File: src/sv/vlpd_pkg.sv
// ----------------------------------------------------------------------------
// vlpd_pkg
// Shared types and constants for the varint length-prefix deframer.
// ----------------------------------------------------------------------------
`timescale 1ns / 1ps

package vlpd_pkg;

  // deframer phase
  typedef enum logic [1:0] {
    PH_LENGTH  = 2'd0,
    PH_PAYLOAD = 2'd1,
    PH_HALTED  = 2'd2
  } vlpd_phase_t;

  // one result on its way from front to back
  typedef struct packed {
    logic [7:0] payload_byte;
    logic       packet_end;
    logic       frame_error;
  } vlpd_item_t;

  // last length byte slot; a continuation in this slot is a prefix error
  localparam logic [2:0] LAST_PREFIX = 3'd4;

endpackage

File: src/sv/vlpd_front.sv
// ----------------------------------------------------------------------------
// vlpd_front
// Accepts stream bytes, decodes the varint length prefix and tags payload
// bytes; results are pushed into the queue.
// ----------------------------------------------------------------------------
`timescale 1ns / 1ps

module vlpd_front
  import vlpd_pkg::*;
(
  input  logic       clk,
  input  logic       rst,
  input  logic       byte_valid,
  input  logic [7:0] stream_byte,
  output logic       byte_stall,
  input  logic       queue_full,
  output logic       push_valid,
  output vlpd_item_t push_item
);

  vlpd_phase_t phase, phase_next;
  logic [31:0] length_accum, length_accum_next;
  logic [2:0]  prefix_count, prefix_count_next;
  logic [30:0] bytes_left, bytes_left_next;

  logic        accept;
  logic [31:0] group_bits;
  logic [31:0] merged;
  logic [30:0] left_dec;
  logic        prefix_error;

  // one byte per transfer whenever the queue has room
  assign byte_stall = queue_full;
  assign accept     = byte_valid && !queue_full;

  // place the low 7 bits (low 4 bits for the fifth byte) of this length byte at its group position
  always_comb begin
    case (prefix_count)
      3'd0:    group_bits = {25'd0, stream_byte[6:0]};
      3'd1:    group_bits = {18'd0, stream_byte[6:0], 7'd0};
      3'd2:    group_bits = {11'd0, stream_byte[6:0], 14'd0};
      3'd3:    group_bits = {4'd0, stream_byte[6:0], 21'd0};
      3'd4:    group_bits = {stream_byte[3:0], 28'd0};
      default: group_bits = 32'd0;
    endcase
  end

  assign merged   = length_accum | group_bits;
  assign left_dec = bytes_left - 31'd1;

  // bad prefix: fifth byte continues, or completed length has bit 31 set
  assign prefix_error = stream_byte[7] ? (prefix_count >= LAST_PREFIX) : merged[31];

  // next state
  always_comb begin
    phase_next        = phase;
    length_accum_next = length_accum;
    prefix_count_next = prefix_count;
    bytes_left_next   = bytes_left;
    if (accept) begin
      case (phase)
        PH_LENGTH: begin
          if (prefix_error) begin
            phase_next        = PH_HALTED;
            length_accum_next = 32'd0;
            prefix_count_next = 3'd0;
            bytes_left_next   = 31'd0;
          end else if (stream_byte[7]) begin
            length_accum_next = merged;
            prefix_count_next = prefix_count + 3'd1;
          end else begin
            length_accum_next = 32'd0;
            prefix_count_next = 3'd0;
            // zero length is dropped without a packet
            if (merged != 32'd0) begin
              bytes_left_next = merged[30:0];
              phase_next      = PH_PAYLOAD;
            end
          end
        end
        PH_PAYLOAD: begin
          bytes_left_next = left_dec;
          if (left_dec == 31'd0) begin
            phase_next = PH_LENGTH;
          end
        end
        default: begin
          // halted: bytes are swallowed until reset
        end
      endcase
    end
  end

  // results
  always_comb begin
    push_valid = 1'b0;
    push_item  = '0;
    if (accept) begin
      case (phase)
        PH_LENGTH: begin
          if (prefix_error) begin
            push_valid            = 1'b1;
            push_item.frame_error = 1'b1;
          end
        end
        PH_PAYLOAD: begin
          push_valid             = 1'b1;
          push_item.payload_byte = stream_byte;
          push_item.packet_end   = (left_dec == 31'd0);
        end
        default: begin
          push_valid = 1'b0;
        end
      endcase
    end
  end

  // state registers
  always_ff @(posedge clk) begin
    if (rst) begin
      phase        <= PH_LENGTH;
      length_accum <= 32'd0;
      prefix_count <= 3'd0;
      bytes_left   <= 31'd0;
    end else begin
      phase        <= phase_next;
      length_accum <= length_accum_next;
      prefix_count <= prefix_count_next;
      bytes_left   <= bytes_left_next;
    end
  end

endmodule

File: src/sv/vlpd_queue.sv
// ----------------------------------------------------------------------------
// vlpd_queue
// Small result queue between the front and the back so that each side
// can stall on its own.
// ----------------------------------------------------------------------------
`timescale 1ns / 1ps

module vlpd_queue
  import vlpd_pkg::*;
#(
  parameter int DEPTH = 4
) (
  input  logic       clk,
  input  logic       rst,
  input  logic       push_valid,
  input  vlpd_item_t push_item,
  output logic       full,
  output logic       pop_valid,
  output vlpd_item_t pop_item,
  input  logic       pop_ready
);

  localparam int PTR_W = $clog2(DEPTH);
  localparam logic [PTR_W:0] FULL_COUNT = (PTR_W + 1)'(DEPTH);
  localparam logic [PTR_W-1:0] LAST_SLOT = PTR_W'(DEPTH - 1);

  vlpd_item_t       slots [DEPTH];
  logic [PTR_W-1:0] wr_ptr, rd_ptr;
  logic [PTR_W:0]   count;
  logic             do_push, do_pop;

  assign full      = (count == FULL_COUNT);
  assign pop_valid = (count != '0);
  assign pop_item  = slots[rd_ptr];
  assign do_push   = push_valid && !full;
  assign do_pop    = pop_valid && pop_ready;

  // storage
  always_ff @(posedge clk) begin
    if (do_push) begin
      slots[wr_ptr] <= push_item;
    end
  end

  // pointers and fill count
  always_ff @(posedge clk) begin
    if (rst) begin
      wr_ptr <= '0;
      rd_ptr <= '0;
      count  <= '0;
    end else begin
      if (do_push) begin
        wr_ptr <= (wr_ptr == LAST_SLOT) ? '0 : wr_ptr + 1'b1;
      end
      if (do_pop) begin
        rd_ptr <= (rd_ptr == LAST_SLOT) ? '0 : rd_ptr + 1'b1;
      end
      if (do_push && !do_pop) begin
        count <= count + 1'b1;
      end else if (do_pop && !do_push) begin
        count <= count - 1'b1;
      end
    end
  end

endmodule

File: src/sv/vlpd_back.sv
// ----------------------------------------------------------------------------
// vlpd_back
// Output register stage: presents one result at a time and refills from
// the queue when it is empty or whenever the held result is taken.
// ----------------------------------------------------------------------------
`timescale 1ns / 1ps

module vlpd_back
  import vlpd_pkg::*;
(
  input  logic       clk,
  input  logic       rst,
  input  logic       pop_valid,
  input  vlpd_item_t pop_item,
  output logic       pop_ready,
  output logic       result_valid,
  input  logic       result_stall,
  output logic [7:0] payload_byte,
  output logic       packet_end,
  output logic       frame_error
);

  vlpd_item_t held;
  logic       load;

  // refill when empty or when the held result is transferred
  assign pop_ready = !result_valid || !result_stall;
  assign load      = pop_valid && pop_ready;

  always_ff @(posedge clk) begin
    if (rst) begin
      result_valid <= 1'b0;
    end else if (pop_ready) begin
      result_valid <= pop_valid;
    end
  end

  always_ff @(posedge clk) begin
    if (load) begin
      held <= pop_item;
    end
  end

  assign payload_byte = held.payload_byte;
  assign packet_end   = held.packet_end;
  assign frame_error  = held.frame_error;

endmodule

File: src/sv/varint_length_prefix_deframer.sv
// ----------------------------------------------------------------------------
// varint_length_prefix_deframer
// Splits a byte stream into packets framed by a base-128 varint length.
//
// Input channel: one stream byte per transfer (byte_valid / byte_stall).
// Each packet opens with a one to five byte length, low group first; the
// payload bytes that follow leave on the result channel (result_valid /
// result_stall), the final one with packet_end set. A zero length gives no
// packet. A fifth length byte that continues, or a length with bit 31 set,
// gives one result with frame_error set; the block then swallows all bytes
// until reset.
// Throughput: one byte per cycle on both sides while neither side stalls.
// A payload byte is written to the queue at its own transfer edge and is
// loaded into the output register once no earlier result is ahead of it and
// the output register is free. byte_stall rises only when the
// QUEUE_DEPTH-entry result queue is full, so a stalled receiver blocks the
// input once that queue and the output register have filled.
// Reset (rst, synchronous) returns to length decoding and empties the queue.
// ----------------------------------------------------------------------------
`timescale 1ns / 1ps

module varint_length_prefix_deframer
  import vlpd_pkg::*;
#(
  parameter int QUEUE_DEPTH = 4
) (
  input  logic       clk,
  input  logic       rst,
  input  logic       byte_valid,
  output logic       byte_stall,
  input  logic [7:0] stream_byte,
  output logic       result_valid,
  input  logic       result_stall,
  output logic [7:0] payload_byte,
  output logic       packet_end,
  output logic       frame_error
);

  logic       push_valid;
  vlpd_item_t push_item;
  logic       queue_full;
  logic       pop_valid;
  vlpd_item_t pop_item;
  logic       pop_ready;

  // length decode and payload tagging
  vlpd_front u_front (
    .clk         (clk),
    .rst         (rst),
    .byte_valid  (byte_valid),
    .stream_byte (stream_byte),
    .byte_stall  (byte_stall),
    .queue_full  (queue_full),
    .push_valid  (push_valid),
    .push_item   (push_item)
  );

  // decoupling queue
  vlpd_queue #(
    .DEPTH (QUEUE_DEPTH)
  ) u_queue (
    .clk        (clk),
    .rst        (rst),
    .push_valid (push_valid),
    .push_item  (push_item),
    .full       (queue_full),
    .pop_valid  (pop_valid),
    .pop_item   (pop_item),
    .pop_ready  (pop_ready)
  );

  // output register
  vlpd_back u_back (
    .clk          (clk),
    .rst          (rst),
    .pop_valid    (pop_valid),
    .pop_item     (pop_item),
    .pop_ready    (pop_ready),
    .result_valid (result_valid),
    .result_stall (result_stall),
    .payload_byte (payload_byte),
    .packet_end   (packet_end),
    .frame_error  (frame_error)
  );

endmodule
File: config.mk
export PLATFORM = sky130hd
export DESIGN_NAME = varint_length_prefix_deframer
export DESIGN_NICKNAME = d
export VERILOG_FILES = /design/src/sv/vlpd_pkg.sv /design/src/sv/vlpd_front.sv /design/src/sv/vlpd_queue.sv /design/src/sv/vlpd_back.sv /design/src/sv/varint_length_prefix_deframer.sv
export SDC_FILE = /design/constraint.sdc
export NUM_CORES = 1
export LEC_CHECK = 0
export BUFFER_PORTS_ARGS = -buffer_cell sky130_fd_sc_hd__clkbuf_2
export CORE_UTILIZATION = 35
export CTS_CLUSTER_SIZE = 20
export DETAILED_ROUTE_END_ITERATION = 6
export MAX_ROUTING_LAYER = met4
export PLACE_DENSITY_LB_ADDON = 0.08
export SLEW_MARGIN = 20
export SYNTH_ARGS = -nofsm -noshare
export SYNTH_HDL_FRONTEND = slang
export SYNTH_SLANG_ARGS = --single-unit
File: constraint.sdc
create_clock -name clk -period 5.4 [get_ports clk]
set_input_delay 0.27 -clock clk [delete_from_list [all_inputs] [get_ports clk]]
set_output_delay 0.27 -clock clk [all_outputs]
set_load 0.01 [all_outputs]
== After elaboration in Yosys (flattened, before gate mapping) ==
Memories as Yosys holds them, arrays and structs flattened. A register that Yosys moved wholly into a read port is not among the register bits.
Cells that the tools add are included.
W data, S select, Z words.
Storage, ports and cells
  output and inout bits: 12
  bits in writable memories: 40
  bits in registers: 76
  logic and storage cells: 76
  memories kept: 1
  input port bits: 12
Cells by class
  equality and inequality tests: 11
  reduce and logical (&&, ||, !) cells: 21
  mux-type cells: 27
  magnitude comparators: 1
  bitwise operators: 1
  add/sub/neg operators: 6
Memory list
  u_queue.slots: words 4, width 10, rd ports 1, clocked after Yosys merged registers in 1, wr ports 1, line vlpd_queue.sv:27  | vlpd_item_t slots [DEPTH];
Operators by type and width (number)
  $pmux W32 S5: 1
  $mux W31: 3
  $mux W32: 2
  $pmux W31 S2: 1
  $or A32 B32 Y32: 1
  $reduce_bool A32 Y1: 1
  $logic_not A31 Y1: 1
  $sub A31 B1 Y31 const B: 1
  $mux W2: 6
  $mux W3: 4
  $mux W10: 1
  $mux W9: 1
  $add A3 B1 Y3 const B: 2
  $eq A3 B2 Y1 const B: 2
  $eq A3 B3 Y1 const B: 2
  $mux W1: 6
  $logic_and A1 B1 Y1: 5
  $logic_not A1 Y1: 5
  $reduce_and A5 Y1: 1
  $add A2 B1 Y2 const B: 2
  $eq A2 B2 Y1 const B: 2
  $pmux W2 S2: 1
  $reduce_and A4 Y1: 1
  $reduce_bool A2 Y1: 2
  13 further kinds: 13

== Depth between registers and ports, before layout ==
Gate-level depths: netlist (run 1).
  word-level depth: 12
  mapped depth: 13

== Hierarchy ==
From an unflattened synthesis (run 1), not the netlist that was laid out.
Unflattened totals
  cells, all modules: 700
  area total of the unflattened synthesis: 6759.0 um2
Modules (own cells, without submodules)
  vlpd_front: area an instance 4464.3 um2, times used 1, cells each 583
  vlpd_queue: area an instance 1955.6 um2, times used 1, cells each 102
  vlpd_back: area an instance 339.1 um2, times used 1, cells each 15

== Worst setup path before layout (run 1) ==
No wires, ideal clock.
  path kind: register -> register
  from: register u_front.prefix_count[0]
  to: register u_queue.count[2]
  path slack: 2.673 ns
  period minus slack after synthesis: 2.727 ns
  arrival time: 2.657 ns
  stages on the path, launching flop included: 14
  cells stage by stage: dfxtp_1 inv_1 ha_1 a21oi_1 o22ai_1 nor2_1 nor2b_1 clkbuf_1 ha_1 inv_1 fa_1 xor2_1 or3_1 a21oi_1
On the way
  word-level cells in the longest chain between the ends: 11
  elaborated cells between the ends (all ways): 18
  classes of those cells: 1 x order compare; 4 x eq/ne; 6 x mux; 1 x bitwise; 6 x reduce/logical
RTL lines
  start: declaration: line vlpd_front.sv:23  | logic [2:0] prefix_count, prefix_count_next;
  start signal: assignment: line vlpd_front.sv:128  | prefix_count <= prefix_count_next;
  $eq A3 B3 Y1 (tied with other cells): line vlpd_front.sv:38  | case (prefix_count)
  $pmux W32 S5: line vlpd_front.sv:38
  $or A32 B32 Y32: line vlpd_front.sv:48  | assign merged = length_accum | group_bits;
  $mux W1 (*): line vlpd_front.sv:52  | assign prefix_error = stream_byte[7] ? (prefix_count >= LAST_PREFIX) : merged[31];
  $mux W1 (*): line vlpd_front.sv:101  | if (prefix_error) begin
  $pmux W1 S2 (*): line vlpd_front.sv:99  | case (phase)
  $mux W1 (*): line vlpd_front.sv:98  | if (accept) begin
  $logic_and A1 B1 Y1 (*): line vlpd_queue.sv:35  | assign do_push = push_valid && !full;
  net u_queue.do_push: line vlpd_queue.sv:30  | logic do_push, do_pop;
  $logic_not A1 Y1: line vlpd_queue.sv:60  | end else if (do_pop && !do_push) begin
  $logic_and A1 B1 Y1: line vlpd_queue.sv:60
  $reduce_bool A2 Y1 (no line)
  end signal: assignment: line vlpd_queue.sv:59  | count <= count + 1'b1;
  end signal: assignment: line vlpd_queue.sv:61  | count <= count - 1'b1;
  end: declaration: line vlpd_queue.sv:29  | logic [PTR_W:0] count;
The timed path passes the listed nets; every way through them passes the cells marked *.
A chain may end at the register's enable or synchronous reset.

== Worst setup path after layout (run 1) ==
  from: register u_front.prefix_count[0]
  to: register u_queue.count[2]
On the way
  word-level cells in the longest chain between the ends: 11
  elaborated cells between the ends (all ways): 18
  classes of those cells: 1 x order compare; 4 x eq/ne; 6 x mux; 1 x bitwise; 6 x reduce/logical
RTL lines (line)
  $eq A3 B3 Y1 (tied with other cells): vlpd_front.sv:38
  $pmux W32 S5: vlpd_front.sv:38
  $or A32 B32 Y32: vlpd_front.sv:48
  $mux W1 (*): vlpd_front.sv:52
  $mux W1 (*): vlpd_front.sv:101
  $pmux W1 S2 (*): vlpd_front.sv:99
  $mux W1 (*): vlpd_front.sv:98
  $logic_and A1 B1 Y1 (*): vlpd_queue.sv:35
  $logic_not A1 Y1: vlpd_queue.sv:60
  $logic_and A1 B1 Y1: vlpd_queue.sv:60
  $reduce_bool A2 Y1 (no line)
Mark *: on every way between the ends. The rest lies on a longest branch, timed or not.

==> results of run 1 <==
cell usage in the layout, fill, tap and decap left out, drive strengths merged, types with 5 or more instances in the layout:
cell type | Yosys | final
a211oi | 5 | 5
a21oi | 101 | 101
a31oi | 12 | 12
and2 | 9 | 9
and3 | 11 | 11
buf | 4 | 5
clkbuf | 44 | 40
clkinv | 0 | 6
dfxtp | 76 | 76
edfxtp | 50 | 50
ha | 13 | 13
inv | 16 | 18
mux2i | 6 | 6
mux4 | 10 | 10
nand2 | 19 | 19
nand2b | 20 | 20
nand3 | 7 | 7
nand4 | 7 | 7
nor2 | 80 | 80
nor2b | 11 | 11
nor3 | 25 | 25
nor4 | 19 | 19
o21ai | 30 | 30
o22ai | 7 | 7
o32ai | 8 | 8
or2 | 9 | 9
or3 | 6 | 6
or4 | 5 | 5
xor2 | 8 | 8
worst paths after layout:
check	end	cells after the start	startpoint
max	u_queue.count[2]	12	u_front.prefix_count[0]
min	u_back.result_valid	3	result_stall
max reg2reg	u_queue.count[2]	12	u_front.prefix_count[0]
min reg2reg	u_front.length_accum[30]	2	u_front.length_accum[30]
cells by family after synthesis:
kind of cell / after synthesis / synth area share [%]
AO/OA/AOI/OAI: 184 / 17.2
XOR/XNOR: 10 / 1.43
adder cells (fa/ha/maj): 14 / 2.97
buffers and inverters: 64 / 4.03
flip-flops: 126 / 49.2
multiplexers: 16 / 4.64
AND/OR/NAND/NOR: 236 / 20.5
layer usage:
metal | vias to the layer above | share of wire (%) | track usage [%]
met1 | 2315 | 44 | 23.6
met3 | 29 | 3.4 | 4.09
met5 | - | 0 | -
met4 | 0 | 3.4 | 10.4
li1 | 2380 | - | -
met2 | 119 | 49 | 31.8
where the power goes:
group	leakage, nW	internal (mW)	switching [mW]
registers	1.09	1.12	0.121
clock network	0.281	0.722	0.429
logic	1.15	0.384	0.576
state kept, by name, summed over array words and instances (netlist names):
name	count
u_queue.slots	40
u_front.length_accum	32
u_front.bytes_left	31
u_back.payload_byte	8
u_front.prefix_count	3
u_queue.count	3
u_front.phase	2
u_queue.rd_ptr	2
u_queue.wr_ptr	2
u_back.frame_error	1
u_back.packet_end	1
u_back.result_valid	1
area by class of cell:
type | instances | area share, %
Clock buffer | 17 | 6.08
Clock inverter | 15 | 2.41
Inverter | 16 | 0.859
Multi-Input combinational cell | 460 | 41.2
Sequential cell | 126 | 43.2
Tap cell | 225 | 4.02
Timing Repair Buffer | 28 | 2.18
cells in the mapped netlist, types with 9 or more instances:
master      n
and2_1      9
o21ai_0    30
nand2b_1   20
ha_1       13
a21oi_1   101
nor3_1     25
and3_1     11
nor2_1     80
dfxtp_1    76
mux4_2     10
a31oi_1    12
clkbuf_1   44
edfxtp_1   50
nand2_1    18
nor4_1     16
inv_1      16
nor2b_1    11
stage by stage:
stage	util [%]	area (µm²)	total power, mW
finish	40.6	7000	3.36
global route	40.6	7000	3.57
CTS	40.5	6990	3.40
detailed placement	37.1	6390	2.23
global placement	37.1	6390	2.22
floorplan	-	6140	1.96
critical path, stage by stage, from the launching register on:
cell and delay (ns):
dfxtp_1 0.34, inv_1 0.09, ha_1 0.24, a21oi_1 0.09, o22ai_1 0.69, nor2_1 0.14
nor2b_1 0.48, ha_1 0.28, inv_1 0.06, fa_1 0.38, xor2_1 0.16, or3_1 0.30
a21oi_1 0.15
==> reports/results.ini, run 1 <==
[run_status]
outcome = finished clean

[critical_path]
cp-end-kind = flop
critPathLaunchType = flop
arrival_ns = 3.82
r2r_slack_ns = 1.92
crit_fanout = 9
cp.required_ns = 5.74
crit_type = flop to flop

[clock_tree]
htree_num_levels = 4
clk_latency_ns = 0.42
cts.repair.resized = 0
cts-buffers-inserted = 17
path_clk_slew_ns = 0.06
clockBufferDepth = 2
postCtsSetupBuffers = 0
numClockSinks = 126
cts_tree = built
postCtsHoldBufs = 0
root_buffer = clkbuf_16

[detailed_routing]
drc = 0
drtPass1Iterations = 5
viasPerCell = 5.46
wl_um = 16400
detail-route-antenna-nets = 0
dr_total_vias = 4843
drtIter0Drc = 312
routedWlPerCell_um = 18.5

[sta]
worst_pin_slew_ns = 1.01
fin_crit_ns = 3.48
finalClockSkew_ns = 0.00705
period_share_pct = 64.4
finalSetupViolCount = 0
fin_setup_tns_ns = 0
drv_slew = 0
final-hold-violation-count = 0
fmax_mhz = 287
rsz0062_at_grt = no
slew_headroom_pct = 32.4
fin_ws_ns = 1.92
holdWs_ns = 0.0996

[power_and_ir_drop]
ir_drop_mv = 0.246
power_density_nw_per_um2 = 480
p_leak_nw = 2.52

[final_layout]
register_area_um2 = 3020
nets = 675
syn_to_final_growth_pct = 13.9
nFillCells = 1720
multi_input_area_um2 = 2880
n_antenna_cell = 0
drive_gt1_share_pct = 12.8
stdcell_count = 887

[global_route]
track_usage_pct = 19.9
grt_pass1_vias = 4800
grt_pass1_wl_um = 26400
antenna_found_initial = 0
gr-total-overflow = 0
grt_max_degree = 63

[die]
die_w_um = 134
coreArea_um2 = 17200
core.rowCount = 48
io_pins = 24
start_util_pct = 35.6
dieArea_um2 = 18100
die_height_um = 134

[synthesis]
synth_flop_cell = dfxtp_1
ys_top_cells_by_area = dfxtp_1, edfxtp_1, a21oi_1
netlist_area_um2 = 6140
async_reset_ff_share_pct = 0
synth_edf_count = 50
yosys_register_bits = 126
syn_inst = 650
yosys_warnings = 0
syn_area_per_cell_um2 = 9.45
ys_types = 52
synth_fp_nets = 676
yosys.area.top_type_share_pct = 24.8
synth_seq_area_share_pct = 49.2
yosysTopAreaCell = dfxtp_1

[place]
gp_congestion = 0.809
post-dp-hpwl_um = 11100
placed_cells = 855
dp_slack_ns = 1.89
portBuffers = 23

[worst_hold_path]
hold_path.class = primary input to flop

[flow_run]
drv_cap = 0

Power figures use the tool's default switching activity.
==> inputs of run 2 (changes only) <==
Clock period 5.4 ns to 2.79 ns, I/O delays scaled along.
==> run 2 against run 1 <==
  * Fmax rose by 36%
  * Total power up 96%
  * Largest cell class unchanged
  * Count of clock-buffer cells in the layout up 1
  * Critical path type unchanged
  * Via count up 4.2%
  * Final area grew 3.9%
  * Largest power group unchanged
  * Combinational power grew 110%
  * Critical endpoint unchanged
  * Cell count is 3.9% higher
  * Sequential share of layout area fell by 1.6 points
  * Highest routed layer unchanged
  * Non-clock buffer count is 35 higher
==> reports/results.ini, run 2 (synthesis gave the netlist of run 1 again) <==
[final_layout]
multi_input_area_um2 = 2890
top_regs = u_queue.slots x40, u_front.length_accum x32, u_front.bytes_left x31
drive_gt1_share_pct = 17.4
largest_register_ffs = 40
final_common_cell = a21oi_1
final_cell_mix = a21oi_1, nor2_1, dfxtp_1, edfxtp_1, buf_4
n_antenna_cell = 0
nFillCells = 1687
syn_to_final_growth_pct = 18.3
regMostFlops = u_queue.slots
register_area_um2 = 3020
nets = 710

[global_route]
track_usage_pct = 20.6
grt_pass1_vias = 4951
antenna_found_initial = 0
gr-total-overflow = 0
grt_max_degree = 46
grt_pass1_wl_um = 27500

[power_and_ir_drop]
internal_power_mw = 4.37
p_leak_nw = 2.70
ir_drop_mv = 0.506
power_density_nw_per_um2 = 907
seqPwrFrac_pct = 36.2
p_sw_mw = 2.22
power.share.combinational_pct = 31.3
p_clk_share_pct = 32.5
swShare_pct = 33.7

[clock_tree]
cts-buffers-inserted = 17
postCtsSetupBuffers = 0
cts_tree = built
htree_num_levels = 4
path_clk_slew_ns = 0.06
clk_latency_ns = 0.41
root_buffer = clkbuf_16
numClockSinks = 126
clockBufferDepth = 2

[critical_path]
crit_fanout = 5
path_cells = inv_1 -> ha_1 -> a21oi_1 -> o22ai_2 -> nor2_1 -> nor2b_2 -> ha_1 -> inv_1 -> fa_1 -> xor2_1 -> or3_1 -> a21oi_1
slowest_delay_ns = 0.37
critPathTopFamily = adder cells
crit_type = flop to flop
cpMaxStageDelayCell = fa_1
arrival_ns = 2.89
cp.required_ns = 3.12
cp-end-kind = flop
critPathLaunchType = flop
critPathBufInv = 2

[sta]
period_share_pct = 91.8
final-hold-violation-count = 0
fin_crit_ns = 2.56
fin_ws_ns = 0.230
slew_headroom_pct = 50.2
fmax_mhz = 391
finalClockSkew_ns = 0.0104
rsz0062_at_grt = no
finalSetupViolCount = 0
drv_slew = 0
worst_pin_slew_ns = 0.746
fin_setup_tns_ns = 0

[place]
portBuffers = 23
dp_slack_ns = 0.0582
gp_congestion = 0.867
post-dp-hpwl_um = 11900

[die]
start_util_pct = 35.6
io_pins = 24
die_w_um = 134
die_height_um = 134
dieArea_um2 = 18100
core.rowCount = 48
coreArea_um2 = 17200

[detailed_routing]
dr_total_vias = 5046
drtPass1Iterations = 5
drtIter0Drc = 321
drc = 0
detail-route-antenna-nets = 0
routedWlPerCell_um = 18.4
viasPerCell = 5.47
wl_um = 17000

[flow_run]
drv_cap = 0

[worst_hold_path]
hold_path.class = primary input to flop

[run_status]
outcome = finished clean

run 2: layer usage:
layer	track usage, %	wire length (µm)	vias up	part of all wire [%]
met5	-	0	-	0
met4	6.30	289	0	1.7
met3	4.32	723	16	4.3
met2	33.8	8380	123	49
met1	25.3	7580	2456	45
li1	-	-	2451	-
run 2: worst reg2reg max path: stages (launching register included):
cell and delay [ns]:
dfxtp_1 0.36, inv_1 0.11, ha_1 0.25, a21oi_1 0.11, o22ai_2 0.17, nor2_1 0.09, nor2b_2 0.17, ha_1 0.20
inv_1 0.06, fa_1 0.37, xor2_1 0.15, or3_1 0.30, a21oi_1 0.14
run 2: repair_timing:
action / in CTS / in global routing
hold buffers: 1 / 0
endpoints found under the setup margin: 0 / 5
resized for setup: 0 / 3
hold endpoints to repair: 1 / 0
run 2: layout make-up:
| class | count | area share [%] |
|---|---|---|
| sequential | 126 | 41.6 |
| multi-input combinational | 460 | 39.7 |
| timing repair buffer | 63 | 6.10 |
| clock buffer | 18 | 5.91 |
| tap | 225 | 3.87 |
| clock inverter | 14 | 1.96 |
| inverter | 16 | 0.826 |
run 2: final timing paths:
check / from / endpoint / slack [ns] / cells after the start
setup / recovery: u_front.prefix_count[0] / u_queue.count[2] / 0.23 / 12
hold / removal: stream_byte[3] / u_front.length_accum[17] / 0.06 / 3
setup reg to reg: u_front.prefix_count[0] / u_queue.count[2] / 0.23 / 12
hold reg to reg: u_back.result_valid / u_back.result_valid / 0.47 / 2
run 2: stage by stage:
stage	instance area [µm²]	total power [mW]	hold slack, ns	instances	utilization, %
detailed placement	6670	4.48	0.398	889	38.7
CTS	7250	6.65	0.0353	922	42.1
global route	7270	7.00	0.0711	922	42.2
floorplan	6140	3.80	0.284	650	-
global placement	6670	4.46	0.390	889	38.7
finish	7270	6.59	0.0632	922	42.2
run 2: power by group through the flow:
stage,combinational [mW],clock [mW],sequential [mW]
after floorplan,1.42,0,2.38
after global placement,2.04,0,2.42
after detailed placement,2.05,0,2.43
after CTS,2.06,2.20,2.39
after global routing,2.29,2.28,2.43
final,2.06,2.15,2.38
